[src/rtl/salc_pkg.sv]
// Shared types and defaults for the set-associative LRU byte cache.
// Used by salc_ctrl, salc_dp and set_assoc_lru_byte_cache_top.
`timescale 1ns / 1ps
package salc_pkg;

    localparam int DEF_NUM_WAYS     = 8;
    localparam int DEF_NUM_SETS     = 32;
    localparam int DEF_BLOCK_BYTES  = 64;
    localparam int DEF_ADDRESS_BITS = 16;

    typedef enum logic [3:0] {
        CMD_NONE,
        CMD_CLEAR,
        CMD_LOAD,
        CMD_SCAN_RD,
        CMD_SCAN_CHK,
        CMD_DECIDE,
        CMD_WB,
        CMD_FILL,
        CMD_UPDATE,
        CMD_RESP
    } cmd_t;

    typedef struct packed {
        logic clear_done;
        logic scan_stop;
        logic found;
        logic victim_valid;
        logic copy_done;
        logic out_free;
    } status_t;

endpackage

[src/rtl/salc_ctrl.sv]
// Controller state machine of the byte cache.
// Depends on salc_pkg for the command and status types.
`timescale 1ns / 1ps
module salc_ctrl (
    input  logic              aclk,
    input  logic              aresetn,
    input  logic              s_valid,
    output logic              s_ready,
    input  salc_pkg::status_t status,
    output salc_pkg::cmd_t    cmd
);
    import salc_pkg::*;

    typedef enum logic [3:0] {
        ST_CLEAR,
        ST_IDLE,
        ST_SCAN_RD,
        ST_SCAN_CHK,
        ST_DECIDE,
        ST_WB,
        ST_FILL,
        ST_UPDATE,
        ST_RESP
    } state_t;

    state_t state_reg, state_next;

    always_comb begin
        state_next = state_reg;
        cmd        = CMD_NONE;
        s_ready    = 1'b0;
        unique case (state_reg)
            ST_CLEAR: begin
                cmd = CMD_CLEAR;
                if (status.clear_done) state_next = ST_IDLE;
            end
            ST_IDLE: begin
                s_ready = 1'b1;
                if (s_valid) begin
                    cmd        = CMD_LOAD;
                    state_next = ST_SCAN_RD;
                end
            end
            ST_SCAN_RD: begin
                cmd        = CMD_SCAN_RD;
                state_next = ST_SCAN_CHK;
            end
            ST_SCAN_CHK: begin
                cmd        = CMD_SCAN_CHK;
                state_next = status.scan_stop ? ST_DECIDE : ST_SCAN_RD;
            end
            ST_DECIDE: begin
                cmd = CMD_DECIDE;
                priority if (status.found)        state_next = ST_UPDATE;
                else if (status.victim_valid)     state_next = ST_WB;
                else                              state_next = ST_FILL;
            end
            ST_WB: begin
                cmd = CMD_WB;
                if (status.copy_done) state_next = ST_FILL;
            end
            ST_FILL: begin
                cmd = CMD_FILL;
                if (status.copy_done) state_next = ST_UPDATE;
            end
            ST_UPDATE: begin
                cmd        = CMD_UPDATE;
                state_next = ST_RESP;
            end
            ST_RESP: begin
                if (status.out_free) begin
                    cmd        = CMD_RESP;
                    state_next = ST_IDLE;
                end
            end
            default: state_next = ST_IDLE;
        endcase
    end

    always_ff @(posedge aclk) begin
        if (!aresetn) begin
            state_reg <= ST_CLEAR;
        end else begin
            state_reg <= state_next;
        end
    end

    a_accept_blocks: assert property (@(posedge aclk) disable iff (!aresetn)
        (s_valid && s_ready) |=> !s_ready)
        else $error("request accepted twice in a row");
    a_no_ready_in_clear: assert property (@(posedge aclk) disable iff (!aresetn)
        (cmd == CMD_CLEAR) |-> !s_ready)
        else $error("ready during clearing pass");
    a_resp_then_idle: assert property (@(posedge aclk) disable iff (!aresetn)
        (cmd == CMD_RESP) |=> s_ready)
        else $error("not idle after response");

endmodule

[config.mk]
export PLATFORM = sky130hd
export DESIGN_NAME = salc_ctrl
export DESIGN_NICKNAME = d
export VERILOG_FILES = /design/src/rtl/salc_pkg.sv /design/src/rtl/salc_ctrl.sv
export SDC_FILE = /design/constraint.sdc
export NUM_CORES = 1
export LEC_CHECK = 0
export BUFFER_PORTS_ARGS = -buffer_cell sky130_fd_sc_hd__buf_4
export CORE_AREA = 2 2 39 41
export DETAILED_ROUTE_END_ITERATION = 8
export DIE_AREA = 0 0 41 43
export REMOVE_ABC_BUFFERS = 1
export SLEW_MARGIN = 10
export SYNTH_ARGS = -nofsm -noshare
export SYNTH_HDL_FRONTEND = slang
export SYNTH_SLANG_ARGS = --single-unit
[constraint.sdc]
create_clock -name aclk -period 3.6 [get_ports aclk]
set_clock_uncertainty 0.2 [all_clocks]
set_input_delay 0.54 -clock aclk [delete_from_list [all_inputs] [get_ports aclk]]
set_output_delay 0.54 -clock aclk [all_outputs]
set_load 0.02 [all_outputs]
-- Word-level counts from Yosys, hierarchy flattened
Cells that the tools add are included.
- output and inout port bits: 5
- logic and storage cells: 29
- bits of input ports: 9
- flip-flop bits (word level): 4
- reductions and logical operators: 2
- mux-type cells: 13
- eq/ne operators: 13
- operator list (operator ; count):
    case mux 4 bit (9 select lines) ; 2
    two-way mux 4 bit ; 6
    == test 4 x 3 -> 1 bit, second input constant ; 4
    != test 2 bit, second input constant ; 5
    == test 4 x 2 -> 1 bit, second input constant ; 2
    two-way mux 2 bit ; 3
    AND reduction 5 bit ; 1
    == test 4 x 1 -> 1 bit, second input constant ; 1
    == test 4 bit, second input constant ; 1
    zero test 4 bit ; 1
    two-way mux 3 bit ; 1
    two-way mux 1 bit ; 1

-- Depth between registers and ports, before layout
Gate-level depths: netlist (run 1).
- depth in word-level cells: 3
- mapped depth: 5

-- Least setup slack after synthesis (run 1)
Ideal clock, no wire load.
- path kind: register to output
- start: register state_reg[1]
- end: output port cmd[3]
- path slack: 1.797 ns
- stages on the path, launching flop included: 3
- data arrival time: 1.063 ns
- cell sequence: dfxtp_1 -> nand2_1 -> o21ai_0
- longest elaborated chain between the ends: 2
- elaborated cells on any way between the ends: 10
- those cells by class: eq/ne: 8; mux: 1; reduce/logical: 1
- ends and longest elaborated chain (item ; RTL line ; text):
    from (decl) ; salc_ctrl.sv:26 ; state_t state_reg, state_next;
    from (signal assigned) ; salc_ctrl.sv:84 ; state_reg <= state_next;
    == test 4 bit (tied with other cells) ; salc_ctrl.sv:32 ; unique case (state_reg)
    case mux 4 bit (9 select lines) (*) ; salc_ctrl.sv:32 ;
    to (decl) ; salc_ctrl.sv:10 ; output salc_pkg::cmd_t cmd
Mark *: on every way between the ends. The rest lies on a longest branch, timed or not.

-- Worst setup path in the final report (run 1)
- start: register state_reg[2]
- end: output port cmd[3]
Same word-level chain as after synthesis.

==> qor.json, run 1 <==
{
  "worst-slew-pin-transition_ns": 0.4089,
  "synthesis.area_per_instance_um2": 7.624,
  "drv.max_cap_violation_count": 0,
  "netlist_area_um2": 327.8,
  "final_cells": 72,
  "final_hold_viol_count": 0,
  "starting_density": 0.2369,
  "layout.cell_area.non_filler_um2": 444.2,
  "root_buffer": "sky130_fd_sc_hd__clkbuf_4",
  "clock.fmax_ghz": 0.4891,
  "layout_min_cycle_time_ns": 2.045,
  "asr_flop_ratio_synth": 0,
  "crit_path_start_kind": "register",
  "postCtsResizedCells": 0,
  "antenna_violations_before_repair": 0,
  "worstPathMaxFanout": 11,
  "synth_top_cells_by_area": "sky130_fd_sc_hd__dfxtp_1 24%, sky130_fd_sc_hd__mux2i_1 6.1%, sky130_fd_sc_hd__o21ai_0 4.6%",
  "register_area_um2": 80.08,
  "numClockSinks": 4,
  "powerDensity_mw_per_mm2": 399.1,
  "leakagePower_nw": 0.1800,
  "postCtsSetupRepairBufs": 0,
  "num_antenna_cells": 0,
  "floorplan.die.height_um": 43,
  "place.port_buffers": 13,
  "worst_slew_margin_rel": 0.7270,
  "clkLatencyLatePin_ns": 0.23,
  "slew_violations": 0,
  "grt_start_max_net_pins": 12,
  "ys_types": 29,
  "final_min_period_over_clock_period": 0.5680,
  "post_drt_wl_per_cell_um": 10.22,
  "synthesis.instances": 43,
  "synth_enable_flop_cells": 0,
  "ioPinCount": 14,
  "gp_routability_congestion": 0.6857,
  "die_x_um": 41,
  "synth.top_cells.by_count": "4 x sky130_fd_sc_hd__dfxtp_1, 4 x sky130_fd_sc_hd__nand2_1, 3 x sky130_fd_sc_hd__nor2_1, 3 x sky130_fd_sc_hd__o21ai_0",
  "global_route.usage.total": 0.1116,
  "postLayoutSetupSlackWorst_ns": 1.555,
  "drc_errors": 0,
  "max-clock-path-buffers": 2,
  "finalWirelength_um": 736,
  "area.growth.synth_to_final_pct": 35.50,
  "power.ir.vdd_worst_uv": 157.4,
  "dp_hpwl_um": 585.2,
  "post_route_cells_drive_above_1_share": 0.3571,
  "wire_length_of_the_first_global_routing_pass_um": 1311,
  "ys_seq_elements": 4,
  "hp-class": "primary input to register",
  "first_global_vias": 346,
  "power_uw": 177.3,
  "placed_cell_area_um2": 421.7,
  "yosys.area.top_type": "sky130_fd_sc_hd__dfxtp_1",
  "clkSlewWorstSetupHoldPaths_ns": 0.04,
  "drtPass1Iterations": 2,
  "criticalPathCategory": "register to primary output",
  "finalSetupViolations": 0,
  "std_cell_rows": 14,
  "tritoncts": "yes",
  "drt-initial-drc-count": 9,
  "grt_setup_unrepaired": "no",
  "placed_cells": 69,
  "final_core_util": 0.3210,
  "tns_ns": 0,
  "depth_of_the_cts_h_tree": 1,
  "layout.nets": 67,
  "cts-hold-fix-buffers": 0,
  "multiInputGateArea_um2": 220.2,
  "synth-main-ff-cell": "sky130_fd_sc_hd__dfxtp_1",
  "core_area_mm2": 0.001384,
  "cp.required_ns": 2.86,
  "synthDominantCellAreaShare": 0.2443,
  "vias": 349,
  "largest_register_ffs": 4,
  "ys_warn_count": 0,
  "holdWs_ns": 0.3424,
  "layout.filler_cells": 161,
  "drt-vias-per-instance": 4.847,
  "die-area_mm2": 0.001763,
  "grt.overflow.total": 0,
  "cts_made_buffers": 3,
  "synth_seq_area_share": 0.2443,
  "endpoint_kind": "primary output",
  "worst-endpoint-arrival_ns": 1.30,
  "outcome": "completed",
  "placement.setup.worst_slack_ns": 1.783,
  "ant_nets": 0
}
[path summary, 6_finish.rpt]
check        cells after the start  slack [ns]                       from                        end
max                              4        1.56  state_reg[2]$_SDFFE_PN0P_                     cmd[3]
max reg2reg                      4        2.08  state_reg[2]$_SDFFE_PN0P_  state_reg[0]$_SDFFE_PN0P_
min reg2reg                      1        0.41  state_reg[3]$_SDFFE_PN0P_  state_reg[2]$_SDFFE_PN0P_
min                              2        0.34                    aresetn  state_reg[3]$_SDFFE_PN0P_
[layout make-up]
class,instances,area share
Multi-Input combinational cell,35,0.4958
Timing Repair Buffer,13,0.2197
Sequential cell,4,0.1803
Clock buffer,3,0.05070
Tap cell,16,0.04507
Inverter,1,0.008451
[report_power, final]
| group | internal [mW] | total, mW | switching (mW) |
|---|---|---|---|
| registers | 0.0492 | 0.0592 | 0.0100 |
| clock network | 0.0371 | 0.0528 | 0.0157 |
| logic | 0.0333 | 0.0652 | 0.0320 |
| total | 0.120 | 0.177 | 0.0577 |
[metal layers]
metal  routed length [um]  vias up  track usage
li1                     -      182            -
met1                  344      159       0.1452
met2                  343        8       0.1500
met3                   48        0      0.01571
met4                    0        0       0.1000
met5                    0        -            0
[worst max-delay path: stages, from the launching register on]
cell,delay [ns]
sky130_fd_sc_hd__dfxtp_1,0.42
sky130_fd_sc_hd__nor3_2,0.29
sky130_fd_sc_hd__nand3_1,0.10
sky130_fd_sc_hd__o21ai_0,0.09
sky130_fd_sc_hd__buf_4,0.16
[layout by cell type (no fill, tap or decap), drive strengths merged]
cell	Yosys	final
a211oi	1	1
a21oi	2	2
and2	1	1
and3	2	2
buf	3	13
clkbuf	0	3
dfxtp	4	4
inv	1	1
mux2i	2	2
nand2	5	5
nand2b	2	2
nand3	1	1
nor2	3	3
nor2b	2	2
nor3	2	2
nor3b	1	1
nor4b	1	1
o211ai	1	1
o21a	1	1
o21ai	4	4
o221ai	1	1
o22ai	1	1
o311a	1	1
xor2	1	1
[kinds of logic (layout without fill, tap and decap cells)]
logic type,count (synthesis),in the layout,synth area share
multiplexers,2,2,0.06107
buffers and inverters,4,17,0.08395
XOR/XNOR,1,1,0.02672
flip-flops,4,4,0.2443
AO/OA/AOI/OAI,12,12,0.2367
AND/OR/NAND/NOR,20,20,0.3473
Note: power is estimated with default switching activity, not from simulation.
==> run 2, diff against run 1 <==
==> constraint.sdc (replaced) <==
create_clock -name aclk -period 1.96 [get_ports aclk]
set_clock_uncertainty 0.2 [all_clocks]
set_input_delay 0.294 -clock aclk [delete_from_list [all_inputs] [get_ports aclk]]
set_output_delay 0.294 -clock aclk [all_outputs]
set_load 0.02 [all_outputs]
==> run 2 against run 1 <==
Against the previous run:
- register-to-register slack worse by 1.7 ns
- combinational power is 83% higher
- sequential share of layout area stayed put
- largest power group unchanged
- wire length is 0.68% higher
- die area stayed put
- via count is 2.6% lower
- worst hold slack worse by 0.25 ns
- global-route usage is 0.40 points lower
- critical endpoint is now s_ready
- critical path depth is 1 lower
==> qor.json, run 2 (synthesis results as in run 1) <==
{
  "first_global_vias": {"value": 332, "change": "was 346"},
  "post_route_cells_drive_above_1_share": {"value": 0.3571, "change": "unchanged"},
  "largest_register_ffs": {"value": 4, "change": "unchanged"},
  "ant_nets": {"value": 0, "change": "unchanged"},
  "core_area": {"value": 0.001384, "unit": "mm^2", "change": "unchanged"},
  "std_cell_rows": {"value": 14, "change": "unchanged"},
  "worstRegToRegCells": {"value": 4, "change": "unchanged"},
  "drv.max_cap_violation_count": {"value": 0, "change": "unchanged"},
  "starting_density": {"value": 0.2369, "change": "unchanged"},
  "num_antenna_cells": {"value": 0, "change": "unchanged"},
  "finalSetupViolations": {"value": 0, "change": "unchanged"},
  "final_min_period_over_clock_period": 0.9171,
  "outcome": {"value": "completed", "change": "unchanged"},
  "dp_hpwl": {"value": 588.5, "unit": "um", "change": "was 585.2 um"},
  "cp.required": {"value": 1.47, "unit": "ns", "change": "was 2.86 ns"},
  "grt_setup_unrepaired": {"value": "yes", "change": "was no"},
  "tns": {"value": 0, "unit": "ns", "change": "unchanged"},
  "tritoncts": {"value": "yes", "change": "unchanged"},
  "worst-slew-pin-transition": {"value": 0.4147, "unit": "ns", "change": "was 0.4089 ns"},
  "final_cell_mix": {"value": "13 x sky130_fd_sc_hd__buf_4, 4 x sky130_fd_sc_hd__nand2_1, 4 x sky130_fd_sc_hd__dfxtp_1", "change": "unchanged"},
  "floorplan.die.height": {"value": 43, "unit": "um", "change": "unchanged"},
  "cts_made_buffers": {"value": 3, "change": "unchanged"},
  "final_hold_viol_count": {"value": 0, "change": "unchanged"},
  "clkSlewWorstSetupHoldPaths": {"value": 0.04, "unit": "ns", "change": "about the same"},
  "worst_slew_margin_rel": {"value": 0.7231, "change": "was 0.7270"},
  "worstPathMaxFanout": {"value": 11, "change": "unchanged"},
  "grt_start_max_net_pins": {"value": 12, "change": "unchanged"},
  "drc_errors": {"value": 0, "change": "unchanged"},
  "layout.nets": {"value": 67, "change": "unchanged"},
  "vias": {"value": 340, "change": "was 349"},
  "cts-hold-fix-buffers": {"value": 0, "change": "unchanged"},
  "place.port_buffers": {"value": 13, "change": "unchanged"},
  "worst-endpoint-arrival": {"value": 1.30, "unit": "ns", "change": "about the same"},
  "antenna_violations_before_repair": {"value": 0, "change": "unchanged"},
  "depth_of_the_cts_h_tree": {"value": 1, "change": "unchanged"},
  "post_drt_wl_per_cell": {"value": 10.29, "unit": "um", "change": "was 10.22 um"},
  "die-area": {"value": 0.001763, "unit": "mm^2", "change": "unchanged"},
  "wire_length_of_the_first_global_routing_pass": {"value": 1283, "unit": "um", "change": "was 1311 um"},
  "postCtsSetupRepairBufs": {"value": 0, "change": "unchanged"},
  "slew_violations": {"value": 0, "change": "unchanged"},
  "die_x": {"value": 41, "unit": "um", "change": "unchanged"},
  "leakagePower": {"value": 0.1800, "unit": "nW", "change": "unchanged"},
  "drt-initial-drc-count": {"value": 4, "change": "was 9"},
  "drtPass1Iterations": {"value": 4, "change": "was 2"},
  "power.ir.vdd_worst": {"value": 262.7, "unit": "uV", "change": "was 157.4 uV"},
  "criticalPathCategory": {"value": "register to primary output", "change": "unchanged"},
  "worst_hold_path.num_cells": {"value": 2, "change": "unchanged"},
  "clock.fmax_ghz": 0.5563,
  "endpoint_kind": {"value": "primary output", "change": "unchanged"},
  "root_buffer": {"value": "sky130_fd_sc_hd__clkbuf_4", "change": "unchanged"},
  "finalWirelength": {"value": 741, "unit": "um", "change": "was 736 um"},
  "layout.cells.most_common": {"value": "sky130_fd_sc_hd__buf_4", "change": "unchanged"},
  "layout.cell_area.non_filler": {"value": 444.2, "unit": "um^2", "change": "unchanged"},
  "crit_path_start_kind": {"value": "register", "change": "unchanged"},
  "grt.overflow.total": {"value": 0, "change": "unchanged"},
  "layout.filler_cells": {"value": 162, "change": "was 161"},
  "global_route.usage.total": {"value": 0.1075, "change": "was 0.1116"},
  "placed_cell_area": {"value": 421.7, "unit": "um^2", "change": "unchanged"},
  "max-clock-path-buffers": {"value": 2, "change": "unchanged"},
  "postCtsResizedCells": {"value": 0, "change": "unchanged"},
  "area.growth.synth_to_final": {"value": 35.50, "unit": "%", "change": "unchanged"},
  "gp_routability_congestion": {"value": 0.6991, "change": "was 0.6857"},
  "drt-vias-per-instance": {"value": 4.722, "change": "was 4.847"},
  "hp-class": {"value": "primary input to register", "change": "unchanged"},
  "ioPinCount": {"value": 14, "change": "unchanged"},
  "layout_min_cycle_time_ns": 1.798,
  "numClockSinks": {"value": 4, "change": "unchanged"},
  "clkLatencyLatePin": {"value": 0.23, "unit": "ns", "change": "about the same"},
  "final_core_util": {"value": 0.3210, "change": "unchanged"},
  "powerDensity": {"value": 736.4, "unit": "mW/mm^2", "change": "was 399.1 mW/mm^2"}
}
-- run 2: cell counts in the layout (fill, tap and decap cells not counted) --
No cell type changed its count.
-- run 2: path summary, 6_finish.rpt --
kind | startpoint | end | slack, ns
min reg2reg | state_reg[3]$_SDFFE_PN0P_ | state_reg[2]$_SDFFE_PN0P_ | 0.43
max | state_reg[2]$_SDFFE_PN0P_ | s_ready | 0.16
max reg2reg | state_reg[2]$_SDFFE_PN0P_ | state_reg[0]$_SDFFE_PN0P_ | 0.40
min | aresetn | state_reg[3]$_SDFFE_PN0P_ | 0.1
-- run 2: layer usage --
layer	wire length (um)	part of all wire	up-vias	global-route usage
met1	356	0.48	149	0.1387
li1	-	-	181	-
met2	335	0.45	10	0.1438
met5	0	0	-	0
met4	0	0	0	0.08000
met3	49	0.066	0	0.03141
-- run 2: worst max-delay path, cell delays in order (launching register included) --
cell                      delay, ns
sky130_fd_sc_hd__dfxtp_1       0.56
sky130_fd_sc_hd__nor2_1        0.13
sky130_fd_sc_hd__and3_2        0.23
sky130_fd_sc_hd__buf_4         0.15
-- run 2: cell type report --
cell class,instances,area [um^2],area share
multi-input cells,35,220.2,0.4958
repair buffers,13,97.59,0.2197
flip-flops and latches,4,80.08,0.1803
clock buffers,3,22.52,0.05070
well taps,16,20.02,0.04507
inverters,1,3.754,0.008451
-- run 2: per-stage QoR --
step | cells | power [mW] | setup slack [ns] | hold WS [ns]
after floorplan | 40 | 0.1809 | 0.3818 | 0.2115
after global placement | 69 | 0.2298 | 0.3953 | 0.3264
after global routing | 72 | 0.3561 | -0.01236 | 0.09895
final | 72 | 0.3271 | 0.1625 | 0.09683
after CTS | 72 | 0.3341 | 0.1515 | 0.09024
after detailed placement | 69 | 0.2302 | 0.4116 | 0.3325
-- run 2: where the power goes --
| part | total (mW) | switching [mW] | internal (mW) |
|---|---|---|---|
| logic | 0.119 | 0.0581 | 0.0612 |
| clock network | 0.0993 | 0.0310 | 0.0683 |
| registers | 0.109 | 0.0183 | 0.0902 |
| total | 0.327 | 0.107 | 0.220 |
==> run 3, diff against run 2 <==
==> constraint.sdc (replaced) <==
create_clock -name aclk -period 1.9 [get_ports aclk]
set_clock_uncertainty 0.2 [all_clocks]
set_input_delay 0.285 -clock aclk [delete_from_list [all_inputs] [get_ports aclk]]
set_output_delay 0.285 -clock aclk [all_outputs]
set_load 0.02 [all_outputs]
==> run 3 against run 2 <==
Against the previous run:
- via count grew 0.59%
- largest power group unchanged
- clock power is 4% higher
- highest routed layer unchanged
- global-route usage is the same
==> qor.json, run 3 (synthesis results as in run 1) <==
{
  "std_cell_rows": {"value": 14, "change": "unchanged"},
  "critPathMaxStageDelay": {"value": 0.48, "unit": "ns", "change": "was 0.56 ns"},
  "final_cell_mix": {"value": "13 x sky130_fd_sc_hd__buf_4, 4 x sky130_fd_sc_hd__nand2_1, 3 x sky130_fd_sc_hd__nor2_1, 3 x sky130_fd_sc_hd__o21ai_0, 3 x sky130_fd_sc_hd__clkbuf_4", "change": "was 13 x sky130_fd_sc_hd__buf_4, 4 x sky130_fd_sc_hd__nand2_1, 4 x sky130_fd_sc_hd__dfxtp_1"},
  "ant_nets": {"value": 0, "change": "unchanged"},
  "final_min_period_over_clock_period": 0.9357,
  "wire_length_of_the_first_global_routing_pass": {"value": 1283, "unit": "um", "change": "unchanged"},
  "antenna_violations_before_repair": {"value": 0, "change": "unchanged"},
  "first_global_vias": {"value": 332, "change": "unchanged"},
  "post_drt_wl_per_cell": {"value": 10.32, "unit": "um", "change": "was 10.29 um"},
  "worst_setup_path_endpoint": {"value": "cmd[2]", "change": "was s_ready"},
  "path_depth": {"value": 4, "change": "was 3"},
  "buf_inv_stages_crit_path": {"value": 1, "change": "unchanged"},
  "endpoint_kind": {"value": "primary output", "change": "unchanged"},
  "die_x": {"value": 41, "unit": "um", "change": "unchanged"},
  "global_route.usage.total": {"value": 0.1075, "change": "unchanged"},
  "power.ir.vdd_worst": {"value": 274.5, "unit": "uV", "change": "was 262.7 uV"},
  "critical_path.reg2reg.endpoint": {"value": "state_reg[0]$_SDFFE_PN0P_", "change": "unchanged"},
  "grt_setup_unrepaired": {"value": "no", "change": "was yes"},
  "crit_family": {"value": "flip-flops", "change": "unchanged"},
  "floorplan.die.height": {"value": 43, "unit": "um", "change": "unchanged"},
  "tns": {"value": 0, "unit": "ns", "change": "unchanged"},
  "gp_routability_congestion": {"value": 0.6991, "change": "unchanged"},
  "depth_of_the_cts_h_tree": {"value": 1, "change": "unchanged"},
  "worst_hold_path.num_cells": {"value": 2, "change": "unchanged"},
  "area.growth.synth_to_final": {"value": 38.17, "unit": "%", "change": "was 35.50%"},
  "slew_violations": {"value": 0, "change": "unchanged"},
  "drt-initial-drc-count": {"value": 2, "change": "was 4"},
  "clkSlewWorstSetupHoldPaths": {"value": 0.04, "unit": "ns", "change": "about the same"},
  "starting_density": {"value": 0.2369, "change": "unchanged"},
  "clkLatencyLatePin": {"value": 0.23, "unit": "ns", "change": "about the same"},
  "crit_slowest_cell": {"value": "sky130_fd_sc_hd__dfxtp_1", "change": "unchanged"},
  "final_cells": {"value": 72, "change": "unchanged"},
  "drv.max_cap_violation_count": {"value": 0, "change": "unchanged"},
  "leakagePower": {"value": 0.1824, "unit": "nW", "change": "was 0.1800 nW"},
  "worst-slew-pin-transition": {"value": 0.3087, "unit": "ns", "change": "was 0.4147 ns"},
  "final_hold_viol_count": {"value": 0, "change": "unchanged"},
  "layout_min_cycle_time_ns": 1.778,
  "core_area": {"value": 0.001384, "unit": "mm^2", "change": "unchanged"},
  "critical_path_cell_sequence": {"value": "nand2_1 > xor2_1 > nor2_1 > buf_4", "change": "was nor2_1 > and3_2 > buf_4"},
  "powerDensity": {"value": 760.7, "unit": "mW/mm^2", "change": "was 736.4 mW/mm^2"},
  "ioPinCount": {"value": 14, "change": "unchanged"},
  "drtPass1Iterations": {"value": 2, "change": "was 4"},
  "die-area": {"value": 0.001763, "unit": "mm^2", "change": "unchanged"},
  "place.port_buffers": {"value": 13, "change": "unchanged"},
  "criticalPathCategory": {"value": "register to primary output", "change": "unchanged"},
  "tritoncts": {"value": "yes", "change": "unchanged"},
  "placed_cells": {"value": 69, "change": "unchanged"},
  "finalWirelength": {"value": 743, "unit": "um", "change": "was 741 um"},
  "grt_start_max_net_pins": {"value": 12, "change": "unchanged"},
  "placement.setup.worst_slack": {"value": 0.3551, "unit": "ns", "change": "was 0.4116 ns"},
  "hp-class": {"value": "primary input to register", "change": "unchanged"},
  "layout.nets": {"value": 67, "change": "unchanged"},
  "drc_errors": {"value": 0, "change": "unchanged"},
  "worst-endpoint-arrival": {"value": 1.29, "unit": "ns", "change": "was 1.30 ns"},
  "worstRegToRegCells": {"value": 4, "change": "unchanged"},
  "max-clock-path-buffers": {"value": 2, "change": "unchanged"},
  "finalSetupViolations": {"value": 0, "change": "unchanged"},
  "grt.overflow.total": {"value": 0, "change": "unchanged"},
  "drt-vias-per-instance": {"value": 4.750, "change": "was 4.722"},
  "vias": {"value": 342, "change": "was 340"},
  "cp.required": {"value": 1.41, "unit": "ns", "change": "was 1.47 ns"},
  "dp_hpwl": {"value": 588.5, "unit": "um", "change": "unchanged"},
  "clock.fmax_ghz": 0.5625,
  "r2r_slack": {"value": 0.46, "unit": "ns", "change": "was 0.40 ns"},
  "worstPathMaxFanout": {"value": 7, "change": "was 11"},
  "numClockSinks": {"value": 4, "change": "unchanged"},
  "post_route_cells_drive_above_1_share": {"value": 0.3929, "change": "was 0.3571"},
  "power": {"value": 344.6, "unit": "uW", "change": "was 327.1 uW"},
  "crit_path_start_kind": {"value": "register", "change": "unchanged"},
  "layout.cells.most_common": {"value": "sky130_fd_sc_hd__buf_4", "change": "unchanged"},
  "outcome": {"value": "completed", "change": "unchanged"},
  "largest_register_ffs": {"value": 4, "change": "unchanged"},
  "timing.critical_path.from": {"value": "state_reg[1]$_SDFFE_PN0P_", "change": "was state_reg[2]$_SDFFE_PN0P_"},
  "root_buffer": {"value": "sky130_fd_sc_hd__clkbuf_4", "change": "unchanged"},
  "postLayoutSetupSlackWorst": {"value": 0.1223, "unit": "ns", "change": "was 0.1625 ns"},
  "cts_made_buffers": {"value": 3, "change": "unchanged"},
  "num_antenna_cells": {"value": 0, "change": "unchanged"},
  "postCtsSetupRepairBufs": {"value": 0, "change": "unchanged"},
  "worst_slew_margin_rel": {"value": 0.7939, "change": "was 0.7231"},
  "timing.rr.start": {"value": "state_reg[2]$_SDFFE_PN0P_", "change": "unchanged"}
}
run 3: cell types whose count changed in the layout (fill, tap and decap cells not counted):
cell / change
sky130_fd_sc_hd__dfxtp_2: +2
sky130_fd_sc_hd__dfxtp_1: -2
sky130_fd_sc_hd__nor3_4: +1
sky130_fd_sc_hd__nor3_2: -1
run 3: area by class of cell:
type / instances / area (um^2)
clock buffer: 3 / 22.52
multi-input combinational: 35 / 226.5
tap: 16 / 20.02
fill: 161 / 930.9
timing repair buffer: 13 / 97.59
inverter: 1 / 3.754
sequential: 4 / 82.58
run 3: worst register-to-register path, stage by stage, from the launching register on:
cell                      delay, ns
sky130_fd_sc_hd__dfxtp_2       0.46
sky130_fd_sc_hd__nor4b_1       0.26
sky130_fd_sc_hd__o21ai_0       0.11
sky130_fd_sc_hd__o311a_1       0.11
sky130_fd_sc_hd__o21a_1        0.17
run 3: layer usage:
layer	share of wire	track usage	vias up	routed length (um)
met3	0.066	0.03141	0	49
li1	-	-	181	-
met5	0	0	-	0
met1	0.48	0.1387	151	357
met2	0.45	0.1438	10	336
met4	0	0.08000	0	0
run 3: repair_timing:
item,in CTS,in global routing
endpoints found under the setup margin,0,2
hold buffers,0,0
gates resized for setup,0,3
run 3: how the worst min path moves through the flow:
| stage | startpoint | endpoint | slack (ns) |
|---|---|---|---|
| 6_report | aresetn | state_reg[3]$_SDFFE_PN0P_ | 0.09 |
| 5_1_grt | aresetn | state_reg[3]$_SDFFE_PN0P_ | 0.09 |
| 4_1_cts | aresetn | state_reg[3]$_SDFFE_PN0P_ | 0.08 |
| 3_5_place_dp | aresetn | state_reg[3]$_SDFFE_PN0P_ | 0.32 |
| 3_3_place_gp | aresetn | state_reg[0]$_SDFFE_PN0P_ | 0.32 |
| 2_1_floorplan | aresetn | state_reg[0]$_SDFFE_PN0P_ | 0.20 |
run 3: power by group:
part / leakage [nW] / switching, mW / total, mW / internal (mW)
Combinational: 0.135 / 0.0600 / 0.126 / 0.0659
Clock: 0.0138 / 0.0322 / 0.103 / 0.0705
Sequential: 0.0335 / 0.0217 / 0.116 / 0.0943
Total: 0.182 / 0.114 / 0.345 / 0.231
run 3: through the flow:
step                  util  cell area (um^2)  hold WS, ns
global route        0.3273             452.9      0.08971
finish              0.3273             452.9      0.08622
global placement    0.3047             421.7       0.3174
detailed placement  0.3047             421.7       0.3235
CTS                 0.3210             444.2      0.08124
floorplan                -             304.0       0.2025
